**src/design/lktm_pkg.sv**
```systemverilog
// ----------------------------------------------------------------------------
// lktm_pkg: shared types and constants of the keyed Lamport table merge
// Holds the table geometry, the message kinds, the item, entry and result
// records, and the state encoding of the back-end sequencer.
// ----------------------------------------------------------------------------
package lktm_pkg;

  // Table geometry.
  localparam int unsigned TableDepth = 16;
  localparam int unsigned TableAw    = (TableDepth > 1) ? $clog2(TableDepth) : 1;
  localparam int unsigned CntW       = $clog2(TableDepth + 1);

  // Depth of the queue between the front and the back end.
  localparam int unsigned QueueDepth = 2;
  localparam int unsigned QPtrW      = (QueueDepth > 1) ? $clog2(QueueDepth) : 1;
  localparam int unsigned QCntW      = $clog2(QueueDepth + 1);

  // Field widths.
  localparam int unsigned KeyW   = 16;
  localparam int unsigned StampW = 8;
  localparam int unsigned RobotW = 16;
  localparam int unsigned ValueW = 24;
  localparam int unsigned EntryW = KeyW + RobotW + ValueW + StampW;

  // Reset values of the configuration registers.
  localparam logic [StampW-1:0] WindowReset = 8'd50;
  localparam logic [RobotW-1:0] OwnIdReset  = 16'd0;

  // Configuration register indexes.
  localparam logic CfgNewerWindow = 1'b0;
  localparam logic CfgOwnRobotId  = 1'b1;

  typedef enum logic {
    FuncPut   = 1'b0,
    FuncQuery = 1'b1
  } func_e;

  typedef struct packed {
    func_e              func;
    logic [KeyW-1:0]    entry_key;
    logic [StampW-1:0]  stamp;
    logic [RobotW-1:0]  sender_id;
    logic [ValueW-1:0]  value_word;
  } item_t;

  typedef struct packed {
    logic [KeyW-1:0]    key;
    logic [RobotW-1:0]  robot;
    logic [ValueW-1:0]  value;
    logic [StampW-1:0]  stamp;
  } entry_t;

  typedef struct packed {
    logic               table_full;
    logic               put_valid;
    logic [StampW-1:0]  out_stamp;
    logic [ValueW-1:0]  out_value;
    logic [KeyW-1:0]    out_key;
    logic [RobotW-1:0]  out_robot;
  } result_t;

  typedef struct packed {
    logic [StampW-1:0]  newer_window;
    logic [RobotW-1:0]  own_robot_id;
  } cfg_t;

  typedef struct packed {
    logic [CntW-1:0]    used_slots;
  } status_t;

  typedef enum logic [1:0] {
    StIdle,
    StSearch,
    StResolve
  } bk_state_e;

endpackage

```
**src/design/lktm_ram.sv**
```systemverilog
// ----------------------------------------------------------------------------
// lktm_ram: generic single-write, single-read RAM
// One write port and one read port with registered read data.
// ----------------------------------------------------------------------------
module lktm_ram #(
  parameter int unsigned Width = 8,
  parameter int unsigned Depth = 16,
  parameter int unsigned AddrW = (Depth > 1) ? $clog2(Depth) : 1
) (
  input  logic             clk_i,
  input  logic             we_i,
  input  logic [AddrW-1:0] waddr_i,
  input  logic [Width-1:0] wdata_i,
  input  logic             re_i,
  input  logic [AddrW-1:0] raddr_i,
  output logic [Width-1:0] rdata_o
);

  logic [Width-1:0] mem_q [Depth];
  logic [Width-1:0] rdata_q;

  always_ff @(posedge clk_i) begin
    if (we_i) begin
      mem_q[waddr_i] <= wdata_i;
    end
    if (re_i) begin
      rdata_q <= mem_q[raddr_i];
    end
  end

  assign rdata_o = rdata_q;

endmodule

```
**src/design/lktm_front.sv**
```systemverilog
// ----------------------------------------------------------------------------
// lktm_front: message intake and queue
// Accepts stream transactions, unpacks and classifies each message, and
// holds it in a short queue until the back end takes it.
// ----------------------------------------------------------------------------
module lktm_front (
  input  logic                clk_i,
  input  logic                rst_ni,
  input  logic                s_axis_tvalid_i,
  output logic                s_axis_tready_o,
  input  logic [63:0]         s_axis_tdata_i,
  input  logic                s_axis_tuser_i,
  output logic                item_valid_o,
  output lktm_pkg::item_t     item_o,
  input  logic                item_pop_i
);

  lktm_pkg::item_t                   fifo_q [lktm_pkg::QueueDepth];
  logic [lktm_pkg::QPtrW-1:0]        wr_ptr_q, wr_ptr_d;
  logic [lktm_pkg::QPtrW-1:0]        rd_ptr_q, rd_ptr_d;
  logic [lktm_pkg::QCntW-1:0]        cnt_q, cnt_d;
  lktm_pkg::item_t                   in_item;
  logic                              push, pop;

  // Unpack and classify the incoming message.
  always_comb begin
    in_item.func       = lktm_pkg::func_e'(s_axis_tuser_i);
    in_item.entry_key  = s_axis_tdata_i[15:0];
    in_item.stamp      = s_axis_tdata_i[23:16];
    in_item.sender_id  = s_axis_tdata_i[39:24];
    in_item.value_word = s_axis_tdata_i[63:40];
  end

  assign s_axis_tready_o = (cnt_q != lktm_pkg::QCntW'(lktm_pkg::QueueDepth));
  assign item_valid_o    = (cnt_q != '0);
  assign item_o          = fifo_q[rd_ptr_q];
  assign push            = s_axis_tvalid_i && s_axis_tready_o;
  assign pop             = item_valid_o && item_pop_i;

  always_comb begin
    wr_ptr_d = wr_ptr_q;
    rd_ptr_d = rd_ptr_q;
    cnt_d    = cnt_q;
    if (push) begin
      wr_ptr_d = (wr_ptr_q == lktm_pkg::QPtrW'(lktm_pkg::QueueDepth - 1)) ? '0
                 : wr_ptr_q + lktm_pkg::QPtrW'(1);
    end
    if (pop) begin
      rd_ptr_d = (rd_ptr_q == lktm_pkg::QPtrW'(lktm_pkg::QueueDepth - 1)) ? '0
                 : rd_ptr_q + lktm_pkg::QPtrW'(1);
    end
    if (push && !pop) begin
      cnt_d = cnt_q + lktm_pkg::QCntW'(1);
    end else if (pop && !push) begin
      cnt_d = cnt_q - lktm_pkg::QCntW'(1);
    end
  end

  always_ff @(posedge clk_i or negedge rst_ni) begin
    if (!rst_ni) begin
      wr_ptr_q <= '0;
      rd_ptr_q <= '0;
      cnt_q    <= '0;
    end else begin
      wr_ptr_q <= wr_ptr_d;
      rd_ptr_q <= rd_ptr_d;
      cnt_q    <= cnt_d;
    end
  end

  always_ff @(posedge clk_i) begin
    if (push) begin
      fifo_q[wr_ptr_q] <= in_item;
    end
  end

endmodule

```
**src/design/lktm_back.sv**
```systemverilog
// ----------------------------------------------------------------------------
// lktm_back: table search, merge and result register
// Walks the filled slots for the key, applies the last-writer-wins rule,
// writes the table back and presents one result per message.
// ----------------------------------------------------------------------------
module lktm_back (
  input  logic                clk_i,
  input  logic                rst_ni,
  input  lktm_pkg::cfg_t      cfg_i,
  input  logic                item_valid_i,
  input  lktm_pkg::item_t     item_i,
  output logic                item_pop_o,
  output logic                m_axis_tvalid_o,
  input  logic                m_axis_tready_i,
  output logic [63:0]         m_axis_tdata_o,
  output logic [1:0]          m_axis_tuser_o,
  output lktm_pkg::status_t   status_o
);

  lktm_pkg::bk_state_e               state_q, state_d;
  lktm_pkg::item_t                   cur_q, cur_d;
  lktm_pkg::entry_t                  hit_entry_q, hit_entry_d;
  logic [lktm_pkg::TableAw-1:0]      hit_addr_q, hit_addr_d;
  logic                              hit_q, hit_d;
  logic [lktm_pkg::CntW-1:0]         idx_q, idx_d, idx_m1;
  logic                              pend_q, pend_d;
  logic [lktm_pkg::CntW-1:0]         used_q, used_d;
  logic                              out_valid_q, out_valid_d;
  lktm_pkg::result_t                 out_q, out_d;

  logic                              rd_en, wr_en;
  logic [lktm_pkg::TableAw-1:0]      wr_addr;
  lktm_pkg::entry_t                  rd_entry, wr_entry;
  logic                              issue, match, out_free;
  logic [lktm_pkg::StampW-1:0]       dist_in, dist_st;
  logic                              in_newer, st_newer, tie, tie_win;
  lktm_pkg::result_t                 res;
  logic                              res_write;
  logic [lktm_pkg::TableAw-1:0]      res_addr;
  logic                              res_append;

  lktm_ram #(
    .Width (lktm_pkg::EntryW),
    .Depth (lktm_pkg::TableDepth)
  ) u_table (
    .clk_i   (clk_i),
    .we_i    (wr_en),
    .waddr_i (wr_addr),
    .wdata_i (wr_entry),
    .re_i    (rd_en),
    .raddr_i (idx_q[lktm_pkg::TableAw-1:0]),
    .rdata_o (rd_entry)
  );

  assign issue    = (idx_q < used_q);
  assign match    = pend_q && (rd_entry.key == cur_q.entry_key);
  assign out_free = !out_valid_q || m_axis_tready_i;
  assign idx_m1   = idx_q - lktm_pkg::CntW'(1);

  // Merge decision on the entry found during the search, or append or drop when the key is not found.
  always_comb begin
    dist_in  = cur_q.stamp - hit_entry_q.stamp;
    dist_st  = hit_entry_q.stamp - cur_q.stamp;
    in_newer = (dist_in < cfg_i.newer_window);
    st_newer = (dist_st < cfg_i.newer_window);
    tie      = (hit_entry_q.stamp == cur_q.stamp) && (hit_entry_q.robot != cur_q.sender_id);
    tie_win  = (cur_q.sender_id >= hit_entry_q.robot);

    res        = '0;
    res_write  = 1'b0;
    res_append = 1'b0;
    res_addr   = hit_addr_q;

    if (hit_q) begin
      if (in_newer || (tie && tie_win && !(cur_q.func == lktm_pkg::FuncQuery && st_newer))) begin
        res_write     = 1'b1;
        res.put_valid = 1'b1;
        res.out_robot = cur_q.sender_id;
        res.out_key   = cur_q.entry_key;
        res.out_value = cur_q.value_word;
        res.out_stamp = cur_q.stamp;
      end else if (cur_q.func == lktm_pkg::FuncQuery && st_newer) begin
        res.put_valid = 1'b1;
        res.out_robot = cfg_i.own_robot_id;
        res.out_key   = cur_q.entry_key;
        res.out_value = hit_entry_q.value;
        res.out_stamp = hit_entry_q.stamp;
      end else if (tie) begin
        // Stored robot id is higher: the stored entry wins and is sent.
        res.put_valid = 1'b1;
        res.out_robot = hit_entry_q.robot;
        res.out_key   = cur_q.entry_key;
        res.out_value = hit_entry_q.value;
        res.out_stamp = hit_entry_q.stamp;
      end
    end else if (used_q == lktm_pkg::CntW'(lktm_pkg::TableDepth)) begin
      res.table_full = 1'b1;
    end else begin
      res_write     = 1'b1;
      res_append    = 1'b1;
      res_addr      = used_q[lktm_pkg::TableAw-1:0];
      res.put_valid = 1'b1;
      res.out_robot = cur_q.sender_id;
      res.out_key   = cur_q.entry_key;
      res.out_value = cur_q.value_word;
      res.out_stamp = cur_q.stamp;
    end
  end

  // Next state.
  always_comb begin
    state_d = state_q;
    unique case (state_q)
      lktm_pkg::StIdle: begin
        if (item_valid_i) begin
          state_d = lktm_pkg::StSearch;
        end
      end
      lktm_pkg::StSearch: begin
        if (match || !issue) begin
          state_d = lktm_pkg::StResolve;
        end
      end
      lktm_pkg::StResolve: begin
        if (out_free) begin
          state_d = lktm_pkg::StIdle;
        end
      end
      default: state_d = lktm_pkg::StIdle;
    endcase
  end

  // Datapath and outputs.
  always_comb begin
    cur_d       = cur_q;
    hit_entry_d = hit_entry_q;
    hit_addr_d  = hit_addr_q;
    hit_d       = hit_q;
    idx_d       = idx_q;
    pend_d      = pend_q;
    used_d      = used_q;
    out_d       = out_q;
    out_valid_d = out_valid_q;
    item_pop_o  = 1'b0;
    rd_en       = 1'b0;
    wr_en       = 1'b0;
    wr_addr     = res_addr;
    wr_entry.key   = cur_q.entry_key;
    wr_entry.robot = cur_q.sender_id;
    wr_entry.value = cur_q.value_word;
    wr_entry.stamp = cur_q.stamp;

    if (out_valid_q && m_axis_tready_i) begin
      out_valid_d = 1'b0;
    end

    unique case (state_q)
      lktm_pkg::StIdle: begin
        item_pop_o = item_valid_i;
        if (item_valid_i) begin
          cur_d  = item_i;
          idx_d  = '0;
          pend_d = 1'b0;
        end
      end
      lktm_pkg::StSearch: begin
        if (match) begin
          hit_d       = 1'b1;
          hit_entry_d = rd_entry;
          hit_addr_d  = idx_m1[lktm_pkg::TableAw-1:0];
        end else if (!issue) begin
          hit_d = 1'b0;
        end else begin
          rd_en  = 1'b1;
          idx_d  = idx_q + lktm_pkg::CntW'(1);
          pend_d = 1'b1;
        end
      end
      lktm_pkg::StResolve: begin
        if (out_free) begin
          wr_en       = res_write;
          out_d       = res;
          out_valid_d = 1'b1;
          if (res_append) begin
            used_d = used_q + lktm_pkg::CntW'(1);
          end
        end
      end
      default: ;
    endcase
  end

  always_ff @(posedge clk_i or negedge rst_ni) begin
    if (!rst_ni) begin
      state_q     <= lktm_pkg::StIdle;
      used_q      <= '0;
      out_valid_q <= 1'b0;
      pend_q      <= 1'b0;
      hit_q       <= 1'b0;
      idx_q       <= '0;
    end else begin
      state_q     <= state_d;
      used_q      <= used_d;
      out_valid_q <= out_valid_d;
      pend_q      <= pend_d;
      hit_q       <= hit_d;
      idx_q       <= idx_d;
    end
  end

  always_ff @(posedge clk_i) begin
    cur_q       <= cur_d;
    hit_entry_q <= hit_entry_d;
    hit_addr_q  <= hit_addr_d;
    out_q       <= out_d;
  end

  assign m_axis_tvalid_o = out_valid_q;
  assign m_axis_tdata_o  = {out_q.out_stamp, out_q.out_value, out_q.out_key, out_q.out_robot};
  assign m_axis_tuser_o  = {out_q.table_full, out_q.put_valid};

  assign status_o.used_slots = used_q;

endmodule

```
**src/design/lamport_keyed_table_merge.sv**
```systemverilog
// ----------------------------------------------------------------------------
// lamport_keyed_table_merge: keyed last-writer-wins table with Lamport stamps
// Merges put and query messages into a table ordered by circular 8-bit
// stamps and sends one result per message.
// ----------------------------------------------------------------------------
//
//  Channel   Direction  Ports                Contents
//  --------  ---------  -------------------  ------------------------------------
//  s_axis    in         tvalid/tready/tdata  message: key, stamp, sender, value
//                       tuser                message kind (0 put, 1 query)
//  m_axis    out        tvalid/tready/tdata  put: robot, key, value, stamp
//                       tuser                put_valid, table_full
//  cfg       in         we/addr/wdata        newer_window (0), own_robot_id (1)
//
// A message leaving the intake queue is handled in order: the back end takes
// it, reads the table one filled slot at a time until the key is found, with
// a final compare, then merges, writes back and registers the result once the
// output register is free. It works on one message at a time, and the single
// read port of the table RAM makes the search visit the slots one by one.
// Reset is asynchronous and clears the slot count, so the table itself needs
// no clearing pass. While it has room, the two-entry intake queue accepts
// transactions as the back end works or a result waits for the downstream side.
//
module lamport_keyed_table_merge (
  input  logic        clk_i,
  input  logic        rst_ni,
  input  logic        s_axis_tvalid,
  output logic        s_axis_tready,
  // tdata from bit 0: entry_key[15:0], stamp[7:0], sender_id[15:0], value_word[23:0]
  input  logic [63:0] s_axis_tdata,
  // tuser: func
  input  logic        s_axis_tuser,
  output logic        m_axis_tvalid,
  input  logic        m_axis_tready,
  // tdata from bit 0: out_robot[15:0], out_key[15:0], out_value[23:0], out_stamp[7:0]
  output logic [63:0] m_axis_tdata,
  // tuser from bit 0: put_valid, table_full
  output logic [1:0]  m_axis_tuser,
  input  logic        cfg_we_i,
  input  logic        cfg_addr_i,
  input  logic [15:0] cfg_wdata_i
);

  lktm_pkg::cfg_t     cfg_q;
  lktm_pkg::item_t    item;
  logic               item_valid, item_pop;
  lktm_pkg::status_t  status;

  // Configuration registers; the user must write them only while the block is idle, which the block does not enforce.
  always_ff @(posedge clk_i or negedge rst_ni) begin
    if (!rst_ni) begin
      cfg_q.newer_window <= lktm_pkg::WindowReset;
      cfg_q.own_robot_id <= lktm_pkg::OwnIdReset;
    end else if (cfg_we_i) begin
      unique case (cfg_addr_i)
        lktm_pkg::CfgNewerWindow: cfg_q.newer_window <= cfg_wdata_i[7:0];
        lktm_pkg::CfgOwnRobotId:  cfg_q.own_robot_id <= cfg_wdata_i;
        default: ;
      endcase
    end
  end

  lktm_front u_front (
    .clk_i           (clk_i),
    .rst_ni          (rst_ni),
    .s_axis_tvalid_i (s_axis_tvalid),
    .s_axis_tready_o (s_axis_tready),
    .s_axis_tdata_i  (s_axis_tdata),
    .s_axis_tuser_i  (s_axis_tuser),
    .item_valid_o    (item_valid),
    .item_o          (item),
    .item_pop_i      (item_pop)
  );

  lktm_back u_back (
    .clk_i           (clk_i),
    .rst_ni          (rst_ni),
    .cfg_i           (cfg_q),
    .item_valid_i    (item_valid),
    .item_i          (item),
    .item_pop_o      (item_pop),
    .m_axis_tvalid_o (m_axis_tvalid),
    .m_axis_tready_i (m_axis_tready),
    .m_axis_tdata_o  (m_axis_tdata),
    .m_axis_tuser_o  (m_axis_tuser),
    .status_o        (status)
  );

  // A dropped message never carries a put as well.
  assert property (@(posedge clk_i) disable iff (!rst_ni)
    m_axis_tvalid |-> !(m_axis_tuser[0] && m_axis_tuser[1]))
    else $error("result flags both a put and a full table");

  // A result without a put carries all-zero data.
  assert property (@(posedge clk_i) disable iff (!rst_ni)
    (m_axis_tvalid && !m_axis_tuser[0]) |-> (m_axis_tdata == '0))
    else $error("result without a put has non-zero data");

  // The slot count never exceeds the table depth.
  assert property (@(posedge clk_i) disable iff (!rst_ni)
    status.used_slots <= lktm_pkg::CntW'(lktm_pkg::TableDepth))
    else $error("slot count beyond table depth");

  // The slot count only grows, by at most one, and only with a put result.
  assert property (@(posedge clk_i) disable iff (!rst_ni)
    (status.used_slots != $past(status.used_slots)) |->
      (status.used_slots == $past(status.used_slots) + lktm_pkg::CntW'(1))
      && m_axis_tvalid && m_axis_tuser[0])
    else $error("slot count changed unexpectedly");

endmodule

```
**config.mk**
```make
export PLATFORM = sky130hd
export DESIGN_NAME = lamport_keyed_table_merge
export DESIGN_NICKNAME = d
export VERILOG_FILES = /design/src/design/lktm_pkg.sv /design/src/design/lktm_ram.sv /design/src/design/lktm_front.sv /design/src/design/lktm_back.sv /design/src/design/lamport_keyed_table_merge.sv
export SDC_FILE = /design/constraint.sdc
export NUM_CORES = 1
export LEC_CHECK = 0
export BUFFER_PORTS_ARGS = -buffer_cell sky130_fd_sc_hd__clkbuf_2
export CORE_ASPECT_RATIO = 1.2
export CORE_MARGIN = 10
export CORE_UTILIZATION = 58
export CTS_BUF_LIST = sky130_fd_sc_hd__clkbuf_8
export DETAILED_ROUTE_END_ITERATION = 8
export PLACE_DENSITY = 0.82
export SLEW_MARGIN = 20
export SYNTH_ARGS = -nofsm -noshare
export SYNTH_HDL_FRONTEND = slang
export SYNTH_SLANG_ARGS = --single-unit
```
**constraint.sdc**
```tcl
create_clock -name clk_i -period 13.2 [get_ports clk_i]
set_input_delay 1.32 -clock clk_i [delete_from_list [all_inputs] [get_ports clk_i]]
set_output_delay 1.32 -clock clk_i [all_outputs]
set_load 0.01 [all_outputs]
```
After elaboration in Yosys (flattened, before gate mapping)
Memory sizes are Yosys's and may differ from the RTL's. A register that Yosys moved wholly into a read port is not among the register bits.
Index checks and enable logic that the tools add are counted.
{"block": "op_classes", "add_sub_neg": 9, "order_cmp": 4, "n_eq_ne": 13, "n_mux": 43, "n_bitwise": 1, "n_reduce_logical": 31}
{"cell": "$mux 65", "n": 5}
{"cell": "$mux 1", "n": 25}
{"cell": "$eq 16x16->1", "n": 1}
{"cell": "$ge 16x16->1", "n": 1}
{"cell": "$lt 8x8->1", "n": 2}
{"cell": "$ne 16x16->1", "n": 1}
{"cell": "$sub 8x8->8", "n": 2}
{"cell": "$mux 5", "n": 3}
{"cell": "$reduce_and 2->1", "n": 6}
{"cell": "$add 5x1->5 const B", "n": 2}
{"cell": "$logic_and 1x1->1", "n": 10}
{"cell": "$mux 2", "n": 5}
{"cell": "$pmux 5 s2", "n": 1}
{"cell": "$eq 8x8->1", "n": 1}
{"cell": "$mux 4", "n": 2}
{"cell": "$ne 2x1->1 const B", "n": 4}
{"cell": "$ne 2x2->1 const B", "n": 3}
{"cell": "$pmux 2 s3", "n": 1}
{"cell": "$reduce_and 3->1", "n": 2}
{"cell": "$reduce_bool 2->1", "n": 3}
{"cell": "$eq 5x5->1 const B", "n": 1}
{"cell": "$logic_not 1->1", "n": 5}
{"cell": "$lt 5x5->1", "n": 1}
{"cell": "$reduce_and 4->1", "n": 1}
{"cell": "10 further kinds", "n": 13}
{"block": "totals", "ff_bits": 161, "ramBits": 1154, "inputBits": 87, "out_inout_bits": 68, "wordCells": 124, "memories": 2}
{"memory": "u_back.u_table.mem_q", "words": 16, "width": 64, "rd": 1, "rd_ports_with_merged_regs": 1, "write_ports": 1, "line_no": "lktm_ram.sv:19", "text": "logic [Width-1:0] mem_q [Depth];"}
{"memory": "u_front.fifo_q", "words": 2, "width": 65, "rd": 1, "rd_ports_with_merged_regs": 1, "write_ports": 1, "line_no": "lktm_front.sv:18", "text": "lktm_pkg::item_t fifo_q [lktm_pkg::QueueDepth];"}

Depth between registers and ports, before layout
Gate-level depths: netlist (run 1).
{"block": "logic_depth", "depth_word": 12, "mapped_depth": 19, "depth_no_buf": 17}

By module
Synthesis (run 1) repeated with hierarchy kept, for this count alone.
{"block": "unflattened", "cells_unflattened": 2637, "area_unflattened_um2": 55578.3}
{"module": "lktm_ram", "instances": 1, "cells_per_inst": 1647, "area_per_inst_um2": 40222.3, "seq_area_each_um2": 32671.3}
{"module": "lktm_back", "instances": 1, "cells_per_inst": 718, "area_per_inst_um2": 9407.8, "seq_area_each_um2": 5870.6}
{"module": "lktm_front", "instances": 1, "cells_per_inst": 220, "area_per_inst_um2": 5046.1, "seq_area_each_um2": 4003.8}
{"module": "lamport_keyed_table_merge", "instances": 1, "cells_per_inst": 52, "area_per_inst_um2": 902.1, "seq_area_each_um2": 604.3}

Worst setup path after synthesis (run 1)
OpenSTA, ideal clock, no wires.
{"block": "synth_path", "kind": "input to register", "start": "input m_axis_tready", "end": "memory u_back.u_table.mem_q[7][0] in the netlist's numbering (enable)", "setup_ns": 0.507, "t_arrival_ns": 6.380, "t_required_ns": 12.693, "slack_ns": 6.313, "path_stages": 5, "path_buffers": 0, "path_cell_list": "nand2b_1 > nand2b_1 > inv_1 > nand2_1 > a21oi_1"}
{"block": "synth_via", "elab_chain_cells": 5}
{"element": "start, declared", "line_no": "lamport_keyed_table_merge.sv:34", "text": "input logic m_axis_tready,"}
{"element": "$logic_or 1x1->1", "line_no": "lktm_back.sv:57", "text": "assign out_free = !out_valid_q || m_axis_tready_i;"}
{"element": "$mux 1", "line_no": "lktm_back.sv:180", "text": "if (out_free) begin"}
{"element": "$mux 1", "line_no": "lktm_back.sv:157", "text": "unique case (state_q)"}
{"element": "$mux 1", "line_no": "lktm_ram.sv:23", "text": "if (we_i) begin"}
{"element": "$mux 1 (implied by the code)", "line_no": "lktm_ram.sv:24", "text": "mem_q[waddr_i] <= wdata_i;"}
{"element": "end, declared", "line_no": "lktm_ram.sv:19"}
No other way between the ends.

Final worst setup path (run 1)
{"block": "layout_path", "start": "register u_back.cur_q[41] in the netlist's numbering", "end": "memory u_back.u_table.mem_q[1][12] in the netlist's numbering (enable)"}
{"block": "layout_via", "elab_chain_cells": 12, "elab_cells_between_ends": 17, "cone_classes": "add/sub (2); order compare (2); eq/ne (1); mux (6); reduce/logical (6)"}
{"element": "start, declared", "line_no": "lktm_back.sv:21", "text": "lktm_pkg::item_t cur_q, cur_d;"}
{"element": "start signal, assigned", "line_no": "lktm_back.sv:212", "text": "cur_q <= cur_d;"}
{"element": "$sub 8x8->8", "line_no": "lktm_back.sv:63", "text": "dist_st = hit_entry_q.stamp - cur_q.stamp;"}
{"element": "$lt 8x8->1", "line_no": "lktm_back.sv:65", "text": "st_newer = (dist_st < cfg_i.newer_window);"}
{"element": "$logic_and 1x1->1", "line_no": "lktm_back.sv:75", "text": "if (in_newer || (tie && tie_win && !(cur_q.func == lktm_pkg::FuncQuery && st_newer))) begin"}
{"element": "$logic_not 1->1", "line_no": "lktm_back.sv:75"}
{"element": "$logic_and 1x1->1", "line_no": "lktm_back.sv:75"}
{"element": "$logic_or 1x1->1 *", "line_no": "lktm_back.sv:75"}
{"element": "$mux 1 *", "line_no": "lktm_back.sv:75"}
{"element": "$mux 1 *", "line_no": "lktm_back.sv:74", "text": "if (hit_q) begin"}
{"element": "$mux 1 *", "line_no": "lktm_back.sv:180"}
{"element": "$mux 1 *", "line_no": "lktm_back.sv:157"}
{"element": "$mux 1 *", "line_no": "lktm_ram.sv:23"}
{"element": "$mux 1 (implied by the code) *", "line_no": "lktm_ram.sv:24"}
Every way passes the cells marked *; elsewhere a longest branch is shown, timed or not.

==> results of run 1 <==
[state kept, by name, indices dropped and copies added (netlist names), 2 cells and up]
name                    count
u_back.hit_addr_q           4
u_front.cnt_q               2
u_back.idx_q                5
u_back.cur_q               65
u_back.status_o             5
u_front.fifo_q            130
u_back.u_table.rdata_o     64
u_back.m_axis_tdata_o      64
cfg_q                      24
u_back.state_q              2
u_back.m_axis_tuser_o       2
u_back.u_table.mem_q     1024
u_back.hit_entry_q         48
[power breakdown]
part           total, mW  switching [mW]  internal [mW]
clock network       3.21            1.64           1.57
registers           6.20           0.473           5.73
logic               2.54            1.24           1.29
[routing by layer]
metal,global-route usage (%),vias to the layer above,share of wire [%]
li1,-,10702,-
met5,0,-,0.022
met2,38.0,1588,51
met1,29.3,13696,36
met3,5.57,276,9.5
met4,8.79,4,3.4
[cell families (layout without fill, tap and decap cells)]
group           after synthesis  count (layout)  synth area share [%]
compound gates              151             151                  1.96
xor+xnor                     41              41                 0.654
fa+ha+maj                    55              55                  1.28
buf+inv                     164             629                  1.25
flops                      1444            1444                  78.5
mux                         403             403                  14.8
other cells                   0               1                     0
simple gates                160             160                  1.49
[through the flow]
step	setup WS (ps)	utilization (%)
5_1_grt	6770	65.2
6_report	7080	65.2
2_1_floorplan	6310	-
4_1_cts	7130	65.1
3_5_place_dp	7170	61.2
3_3_place_gp	7340	61.1
[worst min path at each step]
stage,from,endpoint,slack (ps)
6_report,u_back.u_table.rdata_o[2],u_back.hit_entry_q[2],420
5_1_grt,u_back.u_table.rdata_o[24],u_back.hit_entry_q[24],420
4_1_cts,u_back.u_table.rdata_o[2],u_back.hit_entry_q[2],400
3_5_place_dp,u_back.u_table.rdata_o[7],u_back.hit_entry_q[7],410
3_3_place_gp,u_back.u_table.rdata_o[24],u_back.hit_entry_q[24],400
2_1_floorplan,u_back.u_table.rdata_o[0],u_back.hit_entry_q[0],400
[critical path, stage by stage, from the launching register on]
cell and delay (ps):
edfxtp_1 770, inv_1 200, fa_1 480, a21o_1 190, a21oi_1 230, o21bai_1 100, a21oi_1 170, xnor2_1 90
ha_1 280, o211ai_1 80, a31oi_1 320, nor2_2 70, buf_4 250, o31ai_4 390, a32oi_1 400, nor2_4 930
buf_4 700
[final cells by class]
cell class                      instances  area (µm²)  area share (%)
Multi-Input combinational cell        810       11300            18.4
Clock buffer                          208        2860            4.68
Clock inverter                        161         853            1.39
Tap cell                             1250        1560            2.56
Inverter                               57         219           0.358
Sequential cell                      1444       43200            70.5
Timing Repair Buffer                  203        1260            2.06
Antenna cell                            1        2.50         0.00409
[cells in the final DEF (no fill, tap or decap), types with 6 or more instances in the layout]
master,netlist,final
edfxtp_1,1401,1401
mux4_2,320,320
clkbuf_8,0,208
clkbuf_2,1,154
inv_1,56,110
mux2_2,83,83
clkinv_1,0,57
ha_1,53,53
nand2_1,42,42
a21oi_1,38,37
buf_4,1,36
o21ai_0,35,35
a22o_1,35,35
dfrtp_1,40,35
xnor2_1,30,30
clkinv_2,0,30
nor3_1,24,24
nor2_4,0,17
and2_1,16,16
nor2_1,30,13
xor2_1,11,11
a21o_1,11,11
nand3_1,9,9
buf_6,3,8
nand4_1,7,7
nor2b_1,7,6
==> metrics.txt, run 1 <==
# TYPE chip_impl_metric gauge
chip_impl_info{name="status",value="finished, final reports clean"} 1
chip_impl_metric{name="synth_async_sr_flop_share",unit="%"} 2.98
chip_impl_metric{name="area_growth_syn_to_layout",unit="%"} 11.4
chip_impl_metric{name="power.ir.vdd_worst",unit="µV"} 174
chip_impl_info{name="buffer_cell_driving_the_clock_tree_root",value="clkbuf_8"} 1
chip_impl_metric{name="port-buffer-count",unit=""} 154
chip_impl_metric{name="cellPowerDensity",unit="nW/µm²"} 195
chip_impl_metric{name="via_count_of_the_first_global_routing_pass",unit=""} 28024
chip_impl_metric{name="worst_clock_skew",unit="ps"} 43.6
chip_impl_metric{name="grt_pass1_wl",unit="mm"} 181
chip_impl_metric{name="final-hold-violation-count",unit=""} 0
chip_impl_metric{name="detail_route.vias_per_cell",unit=""} 6.35
chip_impl_metric{name="post-synth-top-area-fraction",unit="%"} 76.6
chip_impl_metric{name="worstMarginPinSlew",unit="ps"} 1190
chip_impl_metric{name="synth_area",unit="µm²"} 54900
chip_impl_metric{name="static-leakage-power",unit="nW"} 20.2
chip_impl_metric{name="worst-r2r-setup-slack",unit="ps"} 7080
chip_impl_metric{name="critical_path_arrival",unit="ps"} 6590
chip_impl_metric{name="detail_route.wirelength",unit="mm"} 122
chip_impl_metric{name="drtPass1Iterations",unit=""} 6
chip_impl_metric{name="core-area",unit="µm²"} 93900
chip_impl_metric{name="layout.nets",unit=""} 2860
chip_impl_metric{name="synthDistinctLibCells",unit=""} 63
chip_impl_metric{name="worst_setup_hold_path_clk_slew",unit="ps"} 70
chip_impl_metric{name="numCtsBuffers",unit=""} 202
chip_impl_info{name="crit_path_start_kind",value="flop"} 1
chip_impl_metric{name="start_util",unit="%"} 58.5
chip_impl_metric{name="die-height",unit="µm"} 357
chip_impl_info{name="critical_path.endpoint_type",value="flop"} 1
chip_impl_metric{name="drc",unit=""} 0
chip_impl_metric{name="top_ports",unit=""} 155
chip_impl_metric{name="place_area",unit="µm²"} 57400
chip_impl_metric{name="yosys_warnings",unit=""} 0
chip_impl_metric{name="placedCellCount",unit=""} 3763
chip_impl_metric{name="ant_nets",unit=""} 0
chip_impl_metric{name="clock_tree.htree_level_count",unit=""} 4
chip_impl_metric{name="setup_viol",unit=""} 0
chip_impl_metric{name="post_synthesis_sequential_area_ratio",unit="%"} 78.5
chip_impl_metric{name="synthesis.instances",unit=""} 2418
chip_impl_metric{name="syn_nets",unit=""} 2560
chip_impl_metric{name="initial_antenna_violation_count",unit=""} 3
chip_impl_info{name="hold_class",value="flop to flop"} 1
chip_impl_info{name="unrepaired_setup_endpoints_after_global_routing",value="false"} 1
chip_impl_info{name="synthMostInstantiatedCell",value="edfxtp_1"} 1
chip_impl_metric{name="groute.usage.overall",unit="%"} 22.9
chip_impl_metric{name="min_period",unit="ps"} 6120
chip_impl_metric{name="ctsLongestPathBuffers",unit=""} 3
chip_impl_info{name="netlist_top_cells_count",value="edfxtp_1 (1,401), mux4_2 (320), mux2_2 (83)"} 1
chip_impl_info{name="worstSetupPathType",value="flop to flop"} 1
chip_impl_metric{name="min_path_cells",unit=""} 0
chip_impl_metric{name="timing_max_transition_violations_final",unit=""} 0
chip_impl_metric{name="critical_path_rt",unit="ps"} 13670
chip_impl_metric{name="relSlewSlack",unit="%"} 20.9
chip_impl_metric{name="fp.dieArea",unit="µm²"} 107000
chip_impl_metric{name="holdBufCountCts",unit=""} 0
chip_impl_info{name="worstSetupEndpoint",value="u_back.u_table.mem_q[1][12]"} 1
chip_impl_metric{name="wl_per_cell",unit="µm"} 29.5
chip_impl_metric{name="worst_skew_pair.late_latency",unit="ps"} 870
chip_impl_info{name="worstReg2RegStart",value="u_back.cur_q[41]"} 1
chip_impl_metric{name="global_placer_s_final_weighted_congestion",unit=""} 0.812
chip_impl_metric{name="post_cts.resized_instances",unit=""} 0
chip_impl_metric{name="max-cap-violations",unit=""} 0
chip_impl_metric{name="maximum_number_of_pins_on_one_net_before_global_route_repair",unit=""} 160
chip_impl_metric{name="achievable-frequency",unit="GHz"} 0.163
chip_impl_metric{name="finalCritPeriodShare",unit="%"} 46.4
chip_impl_metric{name="syn_avg_cell_area",unit="µm²"} 22.7
chip_impl_metric{name="num-fill-cells",unit=""} 5726
chip_impl_metric{name="synth_enable_flop_cells",unit=""} 1401
chip_impl_metric{name="clock_sinks",unit=""} 1444
chip_impl_info{name="cts_tree",value="yes"} 1
chip_impl_metric{name="critPathMaxFanout",unit=""} 36
chip_impl_info{name="crit-reg2reg-capture",value="u_back.u_table.mem_q[1][12]"} 1
chip_impl_metric{name="total_power",unit="mW"} 12.0
chip_impl_metric{name="cts_setup_buffers",unit=""} 0
chip_impl_metric{name="die_w",unit="µm"} 301
chip_impl_metric{name="fin_setup_tns",unit="ps"} 0
chip_impl_metric{name="fin_cells",unit=""} 4134
chip_impl_info{name="critical_path.startpoint",value="u_back.cur_q[41]"} 1
chip_impl_info{name="synth_top_flop_cell",value="edfxtp_1"} 1
chip_impl_metric{name="num_rows",unit=""} 123
chip_impl_metric{name="fin_area",unit="µm²"} 61200
chip_impl_info{name="synthDominantAreaCellType",value="edfxtp_1"} 1
chip_impl_info{name="post_synth_main_area_contributors",value="edfxtp_1 (77%), mux4_2 (13%), dfrtp_1 (1.8%)"} 1
chip_impl_metric{name="final_hold_slack",unit="ps"} 419
chip_impl_metric{name="drive_gt1_share",unit="%"} 31.6
chip_impl_metric{name="route.vias.total",unit=""} 26266
chip_impl_metric{name="timing.reg2reg.worst_path_depth",unit=""} 16
chip_impl_metric{name="drt-initial-drc-count",unit=""} 3343
chip_impl_metric{name="detailed_place_hpwl",unit="mm"} 68.4
chip_impl_metric{name="synth_seq_cells",unit=""} 1444
chip_impl_metric{name="grt_overflow",unit=""} 0
Note: power is estimated with default switching activity, not from simulation.
==> run 2, diff against run 1 <==
Clock period 13.2 ns to 6.1 ns, I/O delays scaled along.
==> run 2 against run 1 <==
Global-route usage rose by 1.6 points. Combinational power is 130% higher. Final cell count increased by 2.5%. Critical path type unchanged.
==> metrics.txt, run 2 (synthesis results as in run 1) <==
# TYPE chip_impl_metric gauge
chip_impl_metric{name="power.ir.vdd_worst",unit="µV"} 287
chip_impl_metric{name="cts_setup_buffers",unit=""} 0
chip_impl_metric{name="critical_path_arrival",unit="ps"} 6020
chip_impl_info{name="worstSetupPathType",value="flop to flop"} 1
chip_impl_metric{name="total_power",unit="mW"} 26.2
chip_impl_metric{name="number_of_flip_flops_in_the_largest_register",unit=""} 1024
chip_impl_info{name="top_register",value="u_back.u_table.mem_q"} 1
chip_impl_metric{name="drive_gt1_share",unit="%"} 31.3
chip_impl_metric{name="grt_pass1_wl",unit="mm"} 192
chip_impl_metric{name="maximum_number_of_pins_on_one_net_before_global_route_repair",unit=""} 78
chip_impl_metric{name="num_rows",unit=""} 123
chip_impl_metric{name="drtPass1Iterations",unit=""} 7
chip_impl_metric{name="switching_share",unit="%"} 29.0
chip_impl_metric{name="die-height",unit="µm"} 357
chip_impl_info{name="cp_cell_sequence",value="inv_1 -> fa_1 -> a21o_1 -> a21oi_1 -> o21bai_1 -> a21oi_1 -> xnor2_1 -> ha_1 -> o211ai_1 -> a31oi_1 -> nor2_2 -> o31ai_4 -> a32oi_1 -> nor2_4 -> buf_4"} 1
chip_impl_metric{name="worst_setup_hold_path_clk_slew",unit="ps"} 60
chip_impl_metric{name="area_growth_syn_to_layout",unit="%"} 13.6
chip_impl_metric{name="seq_area",unit="µm²"} 43200
chip_impl_info{name="cp_top_family",value="compound AO/OA/AOI/OAI gates"} 1
chip_impl_info{name="reg_top3",value="u_back.u_table.mem_q x1024, u_front.fifo_q x130, u_back.cur_q x65"} 1
chip_impl_metric{name="port-buffer-count",unit=""} 154
chip_impl_metric{name="fp.dieArea",unit="µm²"} 107000
chip_impl_metric{name="top_ports",unit=""} 155
chip_impl_info{name="mostFrequentLayoutCell",value="edfxtp_1"} 1
chip_impl_metric{name="relSlewSlack",unit="%"} 26.3
chip_impl_metric{name="static-leakage-power",unit="nW"} 20.7
chip_impl_metric{name="clock_tree.htree_level_count",unit=""} 4
chip_impl_info{name="final_cell_mix",value="edfxtp_1 (1,401), mux4_2 (320), clkbuf_8 (212), clkbuf_2 (154), inv_1 (123)"} 1
chip_impl_metric{name="initial_antenna_violation_count",unit=""} 2
chip_impl_metric{name="wl_per_cell",unit="µm"} 30.7
chip_impl_info{name="worst_path_max_delay_cell",value="nor2_4"} 1
chip_impl_metric{name="clock_sinks",unit=""} 1444
chip_impl_metric{name="min_period",unit="ps"} 5510
chip_impl_metric{name="ctsLongestPathBuffers",unit=""} 3
chip_impl_metric{name="via_count_of_the_first_global_routing_pass",unit=""} 28266
chip_impl_metric{name="start_util",unit="%"} 58.5
chip_impl_info{name="hold_class",value="primary input to flop"} 1
chip_impl_metric{name="detail_route.wirelength",unit="mm"} 130
chip_impl_metric{name="die_w",unit="µm"} 301
chip_impl_metric{name="grt_overflow",unit=""} 0
chip_impl_metric{name="global_placer_s_final_weighted_congestion",unit=""} 0.822
chip_impl_info{name="status",value="finished, final reports clean"} 1
chip_impl_info{name="cts_tree",value="yes"} 1
chip_impl_info{name="unrepaired_setup_endpoints_after_global_routing",value="false"} 1
chip_impl_metric{name="final-hold-violation-count",unit=""} 0
chip_impl_info{name="crit_path_start_kind",value="flop"} 1
chip_impl_metric{name="cellPowerDensity",unit="nW/µm²"} 420
chip_impl_metric{name="multi_input_area",unit="µm²"} 11300
chip_impl_metric{name="num-fill-cells",unit=""} 5558
chip_impl_metric{name="power.share.clock",unit="%"} 26.8
chip_impl_info{name="critical_path.endpoint_type",value="flop"} 1
chip_impl_metric{name="max-cap-violations",unit=""} 0
chip_impl_metric{name="fin_area",unit="µm²"} 62400
chip_impl_metric{name="layout.nets",unit=""} 2966
chip_impl_metric{name="detail_route.vias_per_cell",unit=""} 6.29
chip_impl_metric{name="worstMarginPinSlew",unit="ps"} 1100
chip_impl_metric{name="critical-path-max-stage-delay",unit="ps"} 830
chip_impl_metric{name="achievable-frequency",unit="GHz"} 0.181
chip_impl_metric{name="final_hold_slack",unit="ps"} 69.8
chip_impl_metric{name="route.vias.total",unit=""} 26651
chip_impl_metric{name="worst_clock_skew",unit="ps"} 74.0
chip_impl_info{name="path_common_cell",value="a21oi_1"} 1
chip_impl_metric{name="finalCritPeriodShare",unit="%"} 90.3
chip_impl_metric{name="place_area",unit="µm²"} 57800
chip_impl_metric{name="worst_skew_pair.late_latency",unit="ps"} 880
chip_impl_metric{name="critPathMaxFanout",unit=""} 20
chip_impl_info{name="buffer_cell_driving_the_clock_tree_root",value="clkbuf_8"} 1
chip_impl_metric{name="power.share.sequential",unit="%"} 50.5
chip_impl_metric{name="post_cts.resized_instances",unit=""} 0
chip_impl_metric{name="detailed_place_hpwl",unit="mm"} 72.3
chip_impl_metric{name="groute.usage.overall",unit="%"} 24.6
chip_impl_metric{name="setup_viol",unit=""} 0
chip_impl_metric{name="ant_nets",unit=""} 0
chip_impl_metric{name="drt-initial-drc-count",unit=""} 3209
chip_impl_metric{name="core-area",unit="µm²"} 93900
chip_impl_metric{name="internal_power",unit="mW"} 18.6
chip_impl_metric{name="critPathBufInv",unit=""} 2
chip_impl_metric{name="sw_pwr",unit="mW"} 7.60
chip_impl_metric{name="timing_max_transition_violations_final",unit=""} 0
chip_impl_metric{name="power_frac_comb",unit="%"} 22.7
chip_impl_metric{name="holdBufCountCts",unit=""} 81
chip_impl_metric{name="critical_path_rt",unit="ps"} 6610
chip_impl_metric{name="drc",unit=""} 0
chip_impl_metric{name="numCtsBuffers",unit=""} 205
-- run 2: worst register-to-register path: cells and delay by family (launching register included) --
kind                     cells  cell delay, ps
AO/OA/AOI/OAI                8            1950
AND/OR/NAND/NOR              2             990
flip-flops                   1             820
adder cells (fa/ha/maj)      2             770
buffers and inverters        2             550
XOR/XNOR                     1             100
-- run 2: stage by stage --
step / setup WS [ps] / util [%] / TNS (ps) / cells
6_report: 589 / 66.5 / 0 / 4239
2_1_floorplan: -142 / - / -119690 / 2418
4_1_cts: 689 / 66.4 / 0 / 4237
3_3_place_gp: 984 / 61.6 / 0 / 3785
5_1_grt: 321 / 66.5 / 0 / 4239
3_5_place_dp: 782 / 61.6 / 0 / 3785
-- run 2: layout make-up --
type                       count  area share, %
inverter                      57          0.351
tap                         1250           2.51
clock buffer                 212           4.68
multi-input combinational    810           18.1
timing repair buffer         306           3.87
antenna                        1        0.00401
sequential                  1444           69.2
clock inverter               159           1.32
-- run 2: final timing paths --
kind | startpoint | to | slack [ps] | cells past startpoint
min reg2reg | u_back.u_table.rdata_o[41] | u_back.hit_entry_q[41] | 410 | 0
max in group asynchronous | rst_ni | u_back.idx_q[0] | 5190 | 3
min | cfg_wdata_i[6] | cfg_q[22] | 70 | 3
max reg2reg | u_back.cur_q[41] | u_back.u_table.mem_q[0][31] | 590 | 15
min in group asynchronous | rst_ni | cfg_q[2] | 400 | 3
max | u_back.cur_q[41] | u_back.u_table.mem_q[0][31] | 590 | 15
-- run 2: power groups by stage --
stage | sequential, mW | combinational (mW) | clock [mW]
final | 13.2 | 5.94 | 7.04
after global placement | 13.3 | 5.64 | 0
after CTS | 13.2 | 5.95 | 7.11
after global routing | 13.3 | 6.30 | 7.55
after floorplan | 13.0 | 4.27 | 0
after detailed placement | 13.4 | 5.82 | 0
-- run 2: per-layer routing --
metal	global-route usage, %	vias up	part of all wire [%]
met5	0	-	0.013
met4	9.11	2	3.3
met3	5.68	255	8.6
met2	42.4	1614	53
met1	30.1	13886	35
li1	-	10894	-
